$ cat config.mk
export PLATFORM = sky130hd
export DESIGN_NAME = gregorian_date_info_flat
export DESIGN_NICKNAME = d
export VERILOG_FILES = /design/src/design/gdi_pkg.sv /design/src/design/gdi_in_if.sv /design/src/design/gdi_out_if.sv /design/src/design/gdi_cent.sv /design/src/design/gdi_date.sv /design/src/design/gdi_wday.sv /design/src/design/gregorian_date_info.sv /design/src/flat_wrapper.sv
export SDC_FILE = /design/constraint.sdc
export NUM_CORES = 1
export LEC_CHECK = 0
export BUFFER_PORTS_ARGS = -buffer_cell sky130_fd_sc_hd__clkbuf_2
export CAP_MARGIN = 20
export CORE_MARGIN = 2
export CORE_UTILIZATION = 45
export CTS_CLUSTER_DIAMETER = 30
export CTS_CLUSTER_SIZE = 40
export DETAILED_ROUTE_END_ITERATION = 10
export PLACE_DENSITY_LB_ADDON = 0.15
export SLEW_MARGIN = 40
export SYNTH_ARGS = -nofsm -noshare
export SYNTH_HDL_FRONTEND = slang
export SYNTH_SLANG_ARGS = --single-unit
$ cat constraint.sdc
create_clock -name clk -period 17.65 [get_ports clk]
set_input_delay 1.765 -clock clk [delete_from_list [all_inputs] [get_ports clk]]
set_output_delay 1.765 -clock clk [all_outputs]
set_load 0.05 [all_outputs]
$ cat src/design/gdi_pkg.sv
// shared constants, types and month tables for the gregorian date block
`default_nettype none

package gdi_pkg;

  localparam int YEAR_BITS_DEF = 14;
  localparam int MONTH_W       = 4;
  localparam int DAY_W         = 5;
  localparam int DOW_W         = 3;
  localparam int DOY_W         = 9;

  // floor(y / 100) == (y * DIV100_MUL) >> DIV100_SHIFT for any y below 2**16
  localparam int              MUL_W        = 17;
  localparam logic [MUL_W-1:0] DIV100_MUL  = 17'd83887;
  localparam int              DIV100_SHIFT = 23;

  typedef logic [MONTH_W-1:0] month_t;
  typedef logic [DAY_W-1:0]   day_t;
  typedef logic [DOW_W-1:0]   dow_t;
  typedef logic [DOY_W-1:0]   doy_t;

  localparam month_t MON_JAN = 4'd1;
  localparam month_t MON_FEB = 4'd2;
  localparam month_t MON_MAR = 4'd3;
  localparam month_t MON_APR = 4'd4;
  localparam month_t MON_MAY = 4'd5;
  localparam month_t MON_JUN = 4'd6;
  localparam month_t MON_JUL = 4'd7;
  localparam month_t MON_AUG = 4'd8;
  localparam month_t MON_SEP = 4'd9;
  localparam month_t MON_OCT = 4'd10;
  localparam month_t MON_NOV = 4'd11;
  localparam month_t MON_DEC = 4'd12;

  localparam dow_t DOW_SUN = 3'd0;
  localparam dow_t DOW_SAT = 3'd6;

  function automatic day_t month_len(input month_t m, input logic leap);
    day_t len;
    case (m) inside
      MON_JAN, MON_MAR, MON_MAY, MON_JUL, MON_AUG, MON_OCT, MON_DEC: len = 5'd31;
      MON_APR, MON_JUN, MON_SEP, MON_NOV:                           len = 5'd30;
      MON_FEB: len = leap ? 5'd29 : 5'd28;
      default: len = 5'd0;
    endcase
    return len;
  endfunction

  function automatic doy_t days_before(input month_t m);
    doy_t n;
    case (m)
      MON_JAN: n = 9'd0;
      MON_FEB: n = 9'd31;
      MON_MAR: n = 9'd59;
      MON_APR: n = 9'd90;
      MON_MAY: n = 9'd120;
      MON_JUN: n = 9'd151;
      MON_JUL: n = 9'd181;
      MON_AUG: n = 9'd212;
      MON_SEP: n = 9'd243;
      MON_OCT: n = 9'd273;
      MON_NOV: n = 9'd304;
      MON_DEC: n = 9'd334;
      default: n = 9'd0;
    endcase
    return n;
  endfunction

  // floor(31 * mm / 12) with mm counted from march
  function automatic logic [4:0] wday_offset(input month_t m);
    logic [4:0] n;
    case (m)
      MON_JAN: n = 5'd28;
      MON_FEB: n = 5'd31;
      MON_MAR: n = 5'd2;
      MON_APR: n = 5'd5;
      MON_MAY: n = 5'd7;
      MON_JUN: n = 5'd10;
      MON_JUL: n = 5'd12;
      MON_AUG: n = 5'd15;
      MON_SEP: n = 5'd18;
      MON_OCT: n = 5'd20;
      MON_NOV: n = 5'd23;
      MON_DEC: n = 5'd25;
      default: n = 5'd0;
    endcase
    return n;
  endfunction

endpackage

`default_nettype wire

$ cat src/design/gdi_in_if.sv
// input date channel: year, month, day with valid/ready
`default_nettype none

interface gdi_in_if #(
  parameter int YEAR_BITS = gdi_pkg::YEAR_BITS_DEF
);
  logic                   valid;
  logic                   ready;
  logic [YEAR_BITS-1:0]   year;
  gdi_pkg::month_t        month;
  gdi_pkg::day_t          day;

  modport source (output valid, year, month, day, input ready);
  modport sink   (input valid, year, month, day, output ready);
endinterface

`default_nettype wire

$ cat src/design/gdi_out_if.sv
// result channel: validity, calendar facts and neighbouring dates
`default_nettype none

interface gdi_out_if #(
  parameter int YEAR_BITS = gdi_pkg::YEAR_BITS_DEF
);
  logic                 valid;
  logic                 ready;
  logic                 valid_res;
  logic                 leap;
  gdi_pkg::day_t        days_in_month;
  gdi_pkg::dow_t        day_of_week;
  gdi_pkg::doy_t        day_of_year;
  logic                 weekend;
  logic [YEAR_BITS-1:0] next_year;
  gdi_pkg::month_t      next_month;
  gdi_pkg::day_t        next_day;
  logic [YEAR_BITS-1:0] prev_year;
  gdi_pkg::month_t      prev_month;
  gdi_pkg::day_t        prev_day;

  modport source (output valid, valid_res, leap, days_in_month, day_of_week, day_of_year,
                  weekend, next_year, next_month, next_day, prev_year, prev_month,
                  prev_day, input ready);
  modport sink   (input valid, valid_res, leap, days_in_month, day_of_week, day_of_year,
                  weekend, next_year, next_month, next_day, prev_year, prev_month,
                  prev_day, output ready);
endinterface

`default_nettype wire

$ cat src/design/gdi_cent.sv
// century split by reciprocal multiply, leap year, month length and validity
`default_nettype none

module gdi_cent #(
  parameter int YEAR_BITS = gdi_pkg::YEAR_BITS_DEF
) (
  input  wire logic                   clk,
  input  wire logic                   adv,
  input  wire logic [YEAR_BITS-1:0]   year,
  input  wire gdi_pkg::month_t        month,
  input  wire gdi_pkg::day_t          day,
  output logic      [YEAR_BITS-1:0]   year_c,
  output gdi_pkg::month_t             month_c,
  output gdi_pkg::day_t               day_c,
  output logic                        leap_c,
  output gdi_pkg::day_t               dim_c,
  output logic                        ok_c,
  output logic                        early_c,
  output logic      [YEAR_BITS-7:0]   cent_c
);
  import gdi_pkg::*;

  localparam int QW = YEAR_BITS - 6;
  localparam int PW = YEAR_BITS + MUL_W;

  logic [PW-1:0]        prod;
  logic [QW-1:0]        q_b_r;
  logic [YEAR_BITS-1:0] year_b_r;
  month_t               month_b_r;
  day_t                 day_b_r;

  logic [YEAR_BITS-1:0] hund;
  logic                 whole_cent;
  logic                 leap_nxt;
  logic                 early_nxt;
  day_t                 dim_nxt;
  logic                 ok_nxt;
  logic [QW-1:0]        cent_nxt;

  logic [YEAR_BITS-1:0] year_c_r;
  month_t               month_c_r;
  day_t                 day_c_r;
  logic                 leap_c_r;
  day_t                 dim_c_r;
  logic                 ok_c_r;
  logic                 early_c_r;
  logic [QW-1:0]        cent_c_r;

  assign prod = PW'(year) * PW'(DIV100_MUL);

  always_ff @(posedge clk) begin
    if (adv) begin
      q_b_r     <= prod[DIV100_SHIFT +: QW];
      year_b_r  <= year;
      month_b_r <= month;
      day_b_r   <= day;
    end
  end

  always_comb begin
    // q * 100 as shifts and adds
    hund       = YEAR_BITS'({q_b_r, 6'b0}) + YEAR_BITS'({q_b_r, 5'b0})
               + YEAR_BITS'({q_b_r, 2'b0});
    whole_cent = (year_b_r == hund);
    leap_nxt   = (year_b_r[1:0] == 2'b00) && (!whole_cent || (q_b_r[1:0] == 2'b00));
    dim_nxt    = month_len(month_b_r, leap_nxt);
    ok_nxt     = (year_b_r != '0) && (day_b_r != '0) && (day_b_r <= dim_nxt);
    // january and february count with the year before
    early_nxt  = (month_b_r == MON_JAN) || (month_b_r == MON_FEB);
    cent_nxt   = q_b_r - QW'(early_nxt && whole_cent);
  end

  always_ff @(posedge clk) begin
    if (adv) begin
      year_c_r  <= year_b_r;
      month_c_r <= month_b_r;
      day_c_r   <= day_b_r;
      leap_c_r  <= leap_nxt;
      dim_c_r   <= dim_nxt;
      ok_c_r    <= ok_nxt;
      early_c_r <= early_nxt;
      cent_c_r  <= cent_nxt;
    end
  end

  assign year_c  = year_c_r;
  assign month_c = month_c_r;
  assign day_c   = day_c_r;
  assign leap_c  = leap_c_r;
  assign dim_c   = dim_c_r;
  assign ok_c    = ok_c_r;
  assign early_c = early_c_r;
  assign cent_c  = cent_c_r;

endmodule

`default_nettype wire

$ cat src/design/gdi_date.sv
// day of year, next and previous dates, and the raw weekday sum
`default_nettype none

module gdi_date #(
  parameter int YEAR_BITS = gdi_pkg::YEAR_BITS_DEF
) (
  input  wire logic                   clk,
  input  wire logic                   adv,
  input  wire logic [YEAR_BITS-1:0]   year_c,
  input  wire gdi_pkg::month_t        month_c,
  input  wire gdi_pkg::day_t          day_c,
  input  wire logic                   leap_c,
  input  wire gdi_pkg::day_t          dim_c,
  input  wire logic                   ok_c,
  input  wire logic                   early_c,
  input  wire logic [YEAR_BITS-7:0]   cent_c,
  output logic      [YEAR_BITS+2:0]   sum_d,
  output logic                        ok_d,
  output logic                        leap_d,
  output gdi_pkg::day_t               dim_d,
  output gdi_pkg::doy_t               doy_d,
  output logic      [YEAR_BITS-1:0]   ny_d,
  output gdi_pkg::month_t             nm_d,
  output gdi_pkg::day_t               nd_d,
  output logic      [YEAR_BITS-1:0]   py_d,
  output gdi_pkg::month_t             pm_d,
  output gdi_pkg::day_t               pd_d
);
  import gdi_pkg::*;

  localparam int SW = YEAR_BITS + 3;
  localparam int QW = YEAR_BITS - 6;

  logic [YEAR_BITS-1:0] yy;
  logic [SW-1:0]        sum_nxt;
  doy_t                 doy_nxt;
  logic                 last_day;
  logic                 first_day;
  logic [YEAR_BITS-1:0] ny_nxt;
  month_t               nm_nxt;
  day_t                 nd_nxt;
  logic [YEAR_BITS-1:0] py_nxt;
  month_t               pm_nxt;
  day_t                 pd_nxt;

  logic [SW-1:0]        sum_d_r;
  logic                 ok_d_r;
  logic                 leap_d_r;
  day_t                 dim_d_r;
  doy_t                 doy_d_r;
  logic [YEAR_BITS-1:0] ny_d_r;
  month_t               nm_d_r;
  day_t                 nd_d_r;
  logic [YEAR_BITS-1:0] py_d_r;
  month_t               pm_d_r;
  day_t                 pd_d_r;

  always_comb begin
    yy      = year_c - YEAR_BITS'(early_c);
    sum_nxt = SW'(yy) + SW'(yy >> 2) - SW'(cent_c) + SW'(cent_c >> 2)
            + SW'(day_c) + SW'(wday_offset(month_c));
    doy_nxt = days_before(month_c) + DOY_W'(day_c)
            + DOY_W'(leap_c && (month_c > MON_FEB));

    last_day = (day_c == dim_c);
    if (last_day) begin
      nd_nxt = 5'd1;
      nm_nxt = (month_c == MON_DEC) ? MON_JAN : month_c + 4'd1;
      ny_nxt = (month_c == MON_DEC) ? year_c + YEAR_BITS'(1) : year_c;
    end else begin
      nd_nxt = day_c + 5'd1;
      nm_nxt = month_c;
      ny_nxt = year_c;
    end

    first_day = (day_c == 5'd1);
    if (first_day) begin
      pm_nxt = (month_c == MON_JAN) ? MON_DEC : month_c - 4'd1;
      py_nxt = (month_c == MON_JAN) ? year_c - YEAR_BITS'(1) : year_c;
      // december is 31 long whatever the year, so this year's leap flag serves
      pd_nxt = month_len(pm_nxt, leap_c);
    end else begin
      pd_nxt = day_c - 5'd1;
      pm_nxt = month_c;
      py_nxt = year_c;
    end
  end

  always_ff @(posedge clk) begin
    if (adv) begin
      sum_d_r  <= sum_nxt;
      ok_d_r   <= ok_c;
      leap_d_r <= leap_c;
      dim_d_r  <= dim_c;
      doy_d_r  <= ok_c ? doy_nxt : '0;
      ny_d_r   <= ok_c ? ny_nxt  : '0;
      nm_d_r   <= ok_c ? nm_nxt  : '0;
      nd_d_r   <= ok_c ? nd_nxt  : '0;
      py_d_r   <= ok_c ? py_nxt  : '0;
      pm_d_r   <= ok_c ? pm_nxt  : '0;
      pd_d_r   <= ok_c ? pd_nxt  : '0;
    end
  end

  assign sum_d  = sum_d_r;
  assign ok_d   = ok_d_r;
  assign leap_d = leap_d_r;
  assign dim_d  = dim_d_r;
  assign doy_d  = doy_d_r;
  assign ny_d   = ny_d_r;
  assign nm_d   = nm_d_r;
  assign nd_d   = nd_d_r;
  assign py_d   = py_d_r;
  assign pm_d   = pm_d_r;
  assign pd_d   = pd_d_r;

endmodule

`default_nettype wire

$ cat src/design/gdi_wday.sv
// weekday by folding the sum modulo 7, and the result register
`default_nettype none

module gdi_wday #(
  parameter int YEAR_BITS = gdi_pkg::YEAR_BITS_DEF
) (
  input  wire logic                   clk,
  input  wire logic                   adv,
  input  wire logic [YEAR_BITS+2:0]   sum_d,
  input  wire logic                   ok_d,
  output gdi_pkg::dow_t               dow_e,
  output logic                        weekend_e
);
  import gdi_pkg::*;

  localparam int SW = YEAR_BITS + 3;
  localparam int CH = (SW + 2) / 3;

  logic [CH*3-1:0] padded;
  logic [5:0]      fold1;
  logic [3:0]      fold2;
  logic [2:0]      fold3;
  dow_t            dow_nxt;
  logic            weekend_nxt;

  dow_t            dow_e_r;
  logic            weekend_e_r;

  // 8 is 1 modulo 7, so octal digits add up to the same residue
  always_comb begin
    padded = (CH*3)'(sum_d);
    fold1  = '0;
    for (int i = 0; i < CH; i++) begin
      fold1 = fold1 + 6'(padded[3*i +: 3]);
    end
    fold2       = 4'(fold1[2:0]) + 4'(fold1[5:3]);
    fold3       = fold2[2:0] + 3'(fold2[3]);
    dow_nxt     = (!ok_d || (fold3 == 3'd7)) ? DOW_SUN : fold3;
    weekend_nxt = ok_d && ((dow_nxt == DOW_SUN) || (dow_nxt == DOW_SAT));
  end

  always_ff @(posedge clk) begin
    if (adv) begin
      dow_e_r     <= dow_nxt;
      weekend_e_r <= weekend_nxt;
    end
  end

  assign dow_e     = dow_e_r;
  assign weekend_e = weekend_e_r;

endmodule

`default_nettype wire

$ cat src/design/gregorian_date_info.sv
// top level: date calendar facts, one date per cycle through a short pipeline
//
//  channel  | dir | beat carries
//  ---------+-----+-----------------------------------------------------------
//  in_ch    | in  | year, month, day
//  out_ch   | out | valid_res, leap, days_in_month, day_of_week, day_of_year,
//           |     | weekend, next/prev year, month and day
//
// one beat in per cycle, one beat out per cycle while results are taken; each date
// passes the input register, the /100 reciprocal multiply stage, the leap and
// month length stage, and the weekday sum and modulo-7 fold stages
// all stages move together: a stalled result holds the whole pipe, and in_ch
// is ready whenever the result register is empty or being taken
// reset clears the stage valid bits only
`default_nettype none

module gregorian_date_info #(
  parameter int YEAR_BITS = gdi_pkg::YEAR_BITS_DEF
) (
  input  wire logic clk,
  input  wire logic rst_n,
  gdi_in_if.sink    in_ch,
  gdi_out_if.source out_ch
);
  import gdi_pkg::*;

  logic                 adv;
  logic [4:0]           vld_r;
  logic [4:0]           vld_nxt;

  logic [YEAR_BITS-1:0] year_a_r;
  month_t               month_a_r;
  day_t                 day_a_r;

  logic [YEAR_BITS-1:0] year_c;
  month_t               month_c;
  day_t                 day_c;
  logic                 leap_c;
  day_t                 dim_c;
  logic                 ok_c;
  logic                 early_c;
  logic [YEAR_BITS-7:0] cent_c;

  logic [YEAR_BITS+2:0] sum_d;
  logic                 ok_d;
  logic                 leap_d;
  day_t                 dim_d;
  doy_t                 doy_d;
  logic [YEAR_BITS-1:0] ny_d;
  month_t               nm_d;
  day_t                 nd_d;
  logic [YEAR_BITS-1:0] py_d;
  month_t               pm_d;
  day_t                 pd_d;

  dow_t                 dow_e;
  logic                 weekend_e;

  logic                 ok_e_r;
  logic                 leap_e_r;
  day_t                 dim_e_r;
  doy_t                 doy_e_r;
  logic [YEAR_BITS-1:0] ny_e_r;
  month_t               nm_e_r;
  day_t                 nd_e_r;
  logic [YEAR_BITS-1:0] py_e_r;
  month_t               pm_e_r;
  day_t                 pd_e_r;

  assign adv         = !vld_r[4] || out_ch.ready;
  assign in_ch.ready = adv;

  always_comb begin
    vld_nxt = vld_r;
    if (adv) begin
      vld_nxt = {vld_r[3:0], in_ch.valid};
    end
  end

  always_ff @(posedge clk) begin
    if (!rst_n) begin
      vld_r <= '0;
    end else begin
      vld_r <= vld_nxt;
    end
  end

  always_ff @(posedge clk) begin
    if (adv) begin
      year_a_r  <= in_ch.year;
      month_a_r <= in_ch.month;
      day_a_r   <= in_ch.day;
    end
  end

  gdi_cent #(.YEAR_BITS(YEAR_BITS)) u_cent (
    .clk     (clk),
    .adv     (adv),
    .year    (year_a_r),
    .month   (month_a_r),
    .day     (day_a_r),
    .year_c  (year_c),
    .month_c (month_c),
    .day_c   (day_c),
    .leap_c  (leap_c),
    .dim_c   (dim_c),
    .ok_c    (ok_c),
    .early_c (early_c),
    .cent_c  (cent_c)
  );

  gdi_date #(.YEAR_BITS(YEAR_BITS)) u_date (
    .clk     (clk),
    .adv     (adv),
    .year_c  (year_c),
    .month_c (month_c),
    .day_c   (day_c),
    .leap_c  (leap_c),
    .dim_c   (dim_c),
    .ok_c    (ok_c),
    .early_c (early_c),
    .cent_c  (cent_c),
    .sum_d   (sum_d),
    .ok_d    (ok_d),
    .leap_d  (leap_d),
    .dim_d   (dim_d),
    .doy_d   (doy_d),
    .ny_d    (ny_d),
    .nm_d    (nm_d),
    .nd_d    (nd_d),
    .py_d    (py_d),
    .pm_d    (pm_d),
    .pd_d    (pd_d)
  );

  gdi_wday #(.YEAR_BITS(YEAR_BITS)) u_wday (
    .clk       (clk),
    .adv       (adv),
    .sum_d     (sum_d),
    .ok_d      (ok_d),
    .dow_e     (dow_e),
    .weekend_e (weekend_e)
  );

  // result register for the fields already final in the previous stage
  always_ff @(posedge clk) begin
    if (adv) begin
      ok_e_r   <= ok_d;
      leap_e_r <= leap_d;
      dim_e_r  <= dim_d;
      doy_e_r  <= doy_d;
      ny_e_r   <= ny_d;
      nm_e_r   <= nm_d;
      nd_e_r   <= nd_d;
      py_e_r   <= py_d;
      pm_e_r   <= pm_d;
      pd_e_r   <= pd_d;
    end
  end

  assign out_ch.valid         = vld_r[4];
  assign out_ch.valid_res     = ok_e_r;
  assign out_ch.leap          = leap_e_r;
  assign out_ch.days_in_month = dim_e_r;
  assign out_ch.day_of_week   = dow_e;
  assign out_ch.day_of_year   = doy_e_r;
  assign out_ch.weekend       = weekend_e;
  assign out_ch.next_year     = ny_e_r;
  assign out_ch.next_month    = nm_e_r;
  assign out_ch.next_day      = nd_e_r;
  assign out_ch.prev_year     = py_e_r;
  assign out_ch.prev_month    = pm_e_r;
  assign out_ch.prev_day      = pd_e_r;

endmodule

`default_nettype wire

$ cat src/flat_wrapper.sv
// flat-port wrapper written by rule: the top's interface ports become plain ports
module gregorian_date_info_flat import gdi_pkg::*;
#(
  parameter int YEAR_BITS = gdi_pkg::YEAR_BITS_DEF
)
  (clk, rst_n, in_ch_valid, in_ch_year, in_ch_month, in_ch_day, in_ch_ready, out_ch_valid, out_ch_valid_res, out_ch_leap, out_ch_days_in_month, out_ch_day_of_week, out_ch_day_of_year, out_ch_weekend, out_ch_next_year, out_ch_next_month, out_ch_next_day, out_ch_prev_year, out_ch_prev_month, out_ch_prev_day, out_ch_ready);
  gdi_in_if #(.YEAR_BITS(YEAR_BITS)) in_ch_i ();
  gdi_out_if #(.YEAR_BITS(YEAR_BITS)) out_ch_i ();
  input  wire logic clk;
  input  wire logic rst_n;
  input wire logic [$bits(in_ch_i.valid)-1:0] in_ch_valid;
  input wire logic [$bits(in_ch_i.year)-1:0] in_ch_year;
  input wire logic [$bits(in_ch_i.month)-1:0] in_ch_month;
  input wire logic [$bits(in_ch_i.day)-1:0] in_ch_day;
  output wire logic [$bits(in_ch_i.ready)-1:0] in_ch_ready;
  output wire logic [$bits(out_ch_i.valid)-1:0] out_ch_valid;
  output wire logic [$bits(out_ch_i.valid_res)-1:0] out_ch_valid_res;
  output wire logic [$bits(out_ch_i.leap)-1:0] out_ch_leap;
  output wire logic [$bits(out_ch_i.days_in_month)-1:0] out_ch_days_in_month;
  output wire logic [$bits(out_ch_i.day_of_week)-1:0] out_ch_day_of_week;
  output wire logic [$bits(out_ch_i.day_of_year)-1:0] out_ch_day_of_year;
  output wire logic [$bits(out_ch_i.weekend)-1:0] out_ch_weekend;
  output wire logic [$bits(out_ch_i.next_year)-1:0] out_ch_next_year;
  output wire logic [$bits(out_ch_i.next_month)-1:0] out_ch_next_month;
  output wire logic [$bits(out_ch_i.next_day)-1:0] out_ch_next_day;
  output wire logic [$bits(out_ch_i.prev_year)-1:0] out_ch_prev_year;
  output wire logic [$bits(out_ch_i.prev_month)-1:0] out_ch_prev_month;
  output wire logic [$bits(out_ch_i.prev_day)-1:0] out_ch_prev_day;
  input wire logic [$bits(out_ch_i.ready)-1:0] out_ch_ready;
  assign in_ch_i.valid = in_ch_valid;
  assign in_ch_i.year = in_ch_year;
  assign in_ch_i.month = in_ch_month;
  assign in_ch_i.day = in_ch_day;
  assign in_ch_ready = in_ch_i.ready;
  assign out_ch_valid = out_ch_i.valid;
  assign out_ch_valid_res = out_ch_i.valid_res;
  assign out_ch_leap = out_ch_i.leap;
  assign out_ch_days_in_month = out_ch_i.days_in_month;
  assign out_ch_day_of_week = out_ch_i.day_of_week;
  assign out_ch_day_of_year = out_ch_i.day_of_year;
  assign out_ch_weekend = out_ch_i.weekend;
  assign out_ch_next_year = out_ch_i.next_year;
  assign out_ch_next_month = out_ch_i.next_month;
  assign out_ch_next_day = out_ch_i.next_day;
  assign out_ch_prev_year = out_ch_i.prev_year;
  assign out_ch_prev_month = out_ch_i.prev_month;
  assign out_ch_prev_day = out_ch_i.prev_day;
  assign out_ch_i.ready = out_ch_ready;
  gregorian_date_info #(.YEAR_BITS(YEAR_BITS)) u_core (.clk(clk), .rst_n(rst_n), .in_ch(in_ch_i), .out_ch(out_ch_i));
endmodule
==> results.md <==
* Post-Route Setup TNS at 0 ns
* YS warnings at 0
* Setup Buffers After CTS at 0
* Unrepaired setup endpoints after global routing: no
* Cell taking the most area after synthesis: edfxtp_1
* Number of max-cap violations at 0
* Vias/cell at 4.95
* Fin nets at ~1900
* Skew final at between 0.02 and 0.025 ns
* Die W at 198 um
* CTS H-tree lvls at 2
* CTS tree: built
* Starting Density at 45.9%
* Max-slew headroom at 46.1%
* Final setup viols at 0
* Initial antenna violation count at 0
* Maximum number of pins on one net before global-route repair at approximately 100
* Mapped Area at 16900 um^2
* Worst setup SP type: register
* Drt first pass iters at 4
* Core Area at about 37000 um^2
* Worst-path fanout max at 8
* Synth top area share at between 40% and 50%
* Number of DRC markers in iteration 0 at 466
* Crit path DAT at 6.99 ns
* Clk buf depth at 3
* Max-slew violation count at 0
* TritonCTS Sinks at 251
* Critical path class: reg -> reg
* Antenna fix cells at 0
* First-pass GRT wire length at 52300 um
* Routed WL at roughly 31000 um
* Syn_area_per_cell at 12.0 um^2
* Overflow left after global routing at 0
* Synth top cells by count: inv_1 (239), edfxtp_1 (232), ha_1 (212)
* Site Rows at 70
* Syn Nets at 1769
* Clock slew at reported path FFs at ~0.05 ns
* # IOs at 95
* Detailed Place HPWL at 24800 um
* Layout area overhead at 16.8%
* Clock Latency Late Sink at between 0.5 and 0.6 ns
* DR WL/cell at 15.2 um
* Number of remaining DRC errors at 0
* Worst reg-to-reg path cell count at 20
* Final Hold Viols at 0
* Die area at 39100 um^2
* Mapped Cells at 1411
* Min Tclk post-route at around 6.7 ns
* Worst slew pin tran at 0.809 ns
* #FFs+latches synth at around 250
* Post-synth EDFFs at about 230
* All-layer global routing usage at approximately 17%
* Share of cells above drive strength 1 at ~13%
* Die Span Y at a little under 200 um
* Final Wtd Congestion at 0.852
* Hold-fix buffers, CTS at 0
* Post-route clock period utilization at 38.0%
* Antenna viol nets, final at 0
* Vias in the first global route at 10407
* # resized after CTS at 0
* Fmax achieved at 149 MHz
* Number of CTS-inserted buffers at 53
* CTS Root Cell: clkbuf_16
* IO buf count at 94
* Count leader, synth: inv_1
* Worst EP required at 17.94 ns
* Largest cells by area after synthesis: edfxtp_1 (41%), ha_1 (16%), fa_1 (14%)
* Seq/Total Area, Yosys at between 40% and 50%
* Netlist cell types at 70
* Main flop type after synthesis: edfxtp_1
* Worst hold path class: reg -> reg
* Ys async rst share at 0%
* Hold Crit Depth at 0
* Crit. End Element: register
* Via count at approximately 10000
* Outcome: completed
==> metrics by stage <==
step | util, % | hold WS (ns) | instance area, um^2 | setup WS (ns) | std cells
floorplan | - | 0.400 | 16900 | 8.65 | 1411
global placement | 48.6 | 0.402 | 17900 | 11.06 | 1952
detailed placement | 48.6 | 0.405 | 17900 | 10.94 | 1952
CTS | 53.7 | 0.417 | 19700 | 10.92 | 2051
global route | 53.7 | 0.419 | 19700 | 10.56 | 2051
finish | 53.7 | 0.407 | 19700 | 10.95 | 2051
==> worst max-delay path, stage by stage, from the launching register on <==
cell	delay, ns
edfxtp_1	0.54
fa_1	0.66
inv_1	0.11
fa_1	0.50
inv_1	0.06
fa_1	0.50
fa_1	0.55
inv_1	0.05
fa_1	0.53
inv_1	0.05
fa_1	0.39
ha_1	0.19
a2111oi_0	0.39
o21a_1	0.21
nor2_1	0.05
o221a_2	0.32
and3_1	0.21
o41ai_1	0.66
o21bai_1	0.18
a21oi_1	0.21
xnor2_1	0.08
==> layout by cell type, fill, tap and decap left out, types with 21 or more instances in the layout <==
master	Yosys	layout
inv_1	239	239
edfxtp_1	232	232
ha_1	212	212
fa_1	119	119
clkbuf_2	1	94
nor2_1	81	81
xnor2_1	72	72
nand2_1	70	70
clkbuf_16	0	54
a21oi_1	48	48
xor2_1	37	37
o21ai_0	32	32
a21o_1	21	21
==> per-layer routing <==
metal | GRT usage (%) | part of all wire (%) | vias up
li1 | - | - | 5084
met1 | 21.3 | 43 | 4849
met2 | 29.9 | 51 | 160
met3 | 2.44 | 3.5 | 56
met4 | 6.04 | 2.4 | 0
met5 | 0 | 0 | -
==> registers in the layout, indices dropped and copies added (netlist names), 5 cells and up, named ones only <==
name / count
u_core.vld_r: 5
u_core.out_ch.next_day: 5
u_core.u_date.py_d: 14
u_core.out_ch.prev_year: 14
u_core.u_date.nd_d: 5
u_core.out_ch.prev_day: 5
u_core.out_ch.next_year: 14
u_core.u_date.sum_d: 17
u_core.u_date.ny_d: 14
u_core.out_ch.day_of_year: 9
u_core.year_a_r: 14
u_core.u_cent.day_c: 5
u_core.u_cent.day_b_r: 5
u_core.u_cent.cent_c: 8
u_core.u_date.doy_d: 9
u_core.u_date.pd_d: 5
u_core.u_cent.year_c: 14
u_core.u_cent.year_b_r: 14
u_core.day_a_r: 5
u_core.u_cent.q_b_r: 8
==> kinds of logic after synthesis <==
kind of cell / share of synthesized area [%]
buffers and inverters: 6.09
and+or+nand+nor: 8.14
xor gates and xnor gates: 5.74
DFF: 43.5
AOI/OAI and AO/OA: 6.47
muxes: 0.304
adders and majority gates: 29.8
==> worst paths after layout <==
path	startpoint	to	slack (ns)
setup / recovery	u_core.year_a_r[12]$_DFFE_PN_	u_core.u_cent.q_b_r[6]$_DFFE_PN_	10.95
hold / removal	u_core.u_date.py_d[4]$_SDFFCE_PN0N_	u_core.out_ch.prev_year[4]$_DFFE_PN_	0.41
setup reg to reg	u_core.year_a_r[12]$_DFFE_PN_	u_core.u_cent.q_b_r[6]$_DFFE_PN_	10.95
hold reg to reg	u_core.u_date.py_d[4]$_SDFFCE_PN0N_	u_core.out_ch.prev_year[4]$_DFFE_PN_	0.41
==> layout make-up <==
class / count / area [um^2]
clock buffers: 62 / 1400
clock inverters: 37 / 448
fillers: 3175 / 17000
inverters: 242 / 916
multi-input cells: 892 / 8530
flip-flops and latches: 251 / 7350
well taps: 468 / 586
repair buffers: 99 / 512
Power is not shown: default switching activity piles up to over one toggle a cycle in this logic, so the estimate is an artifact.
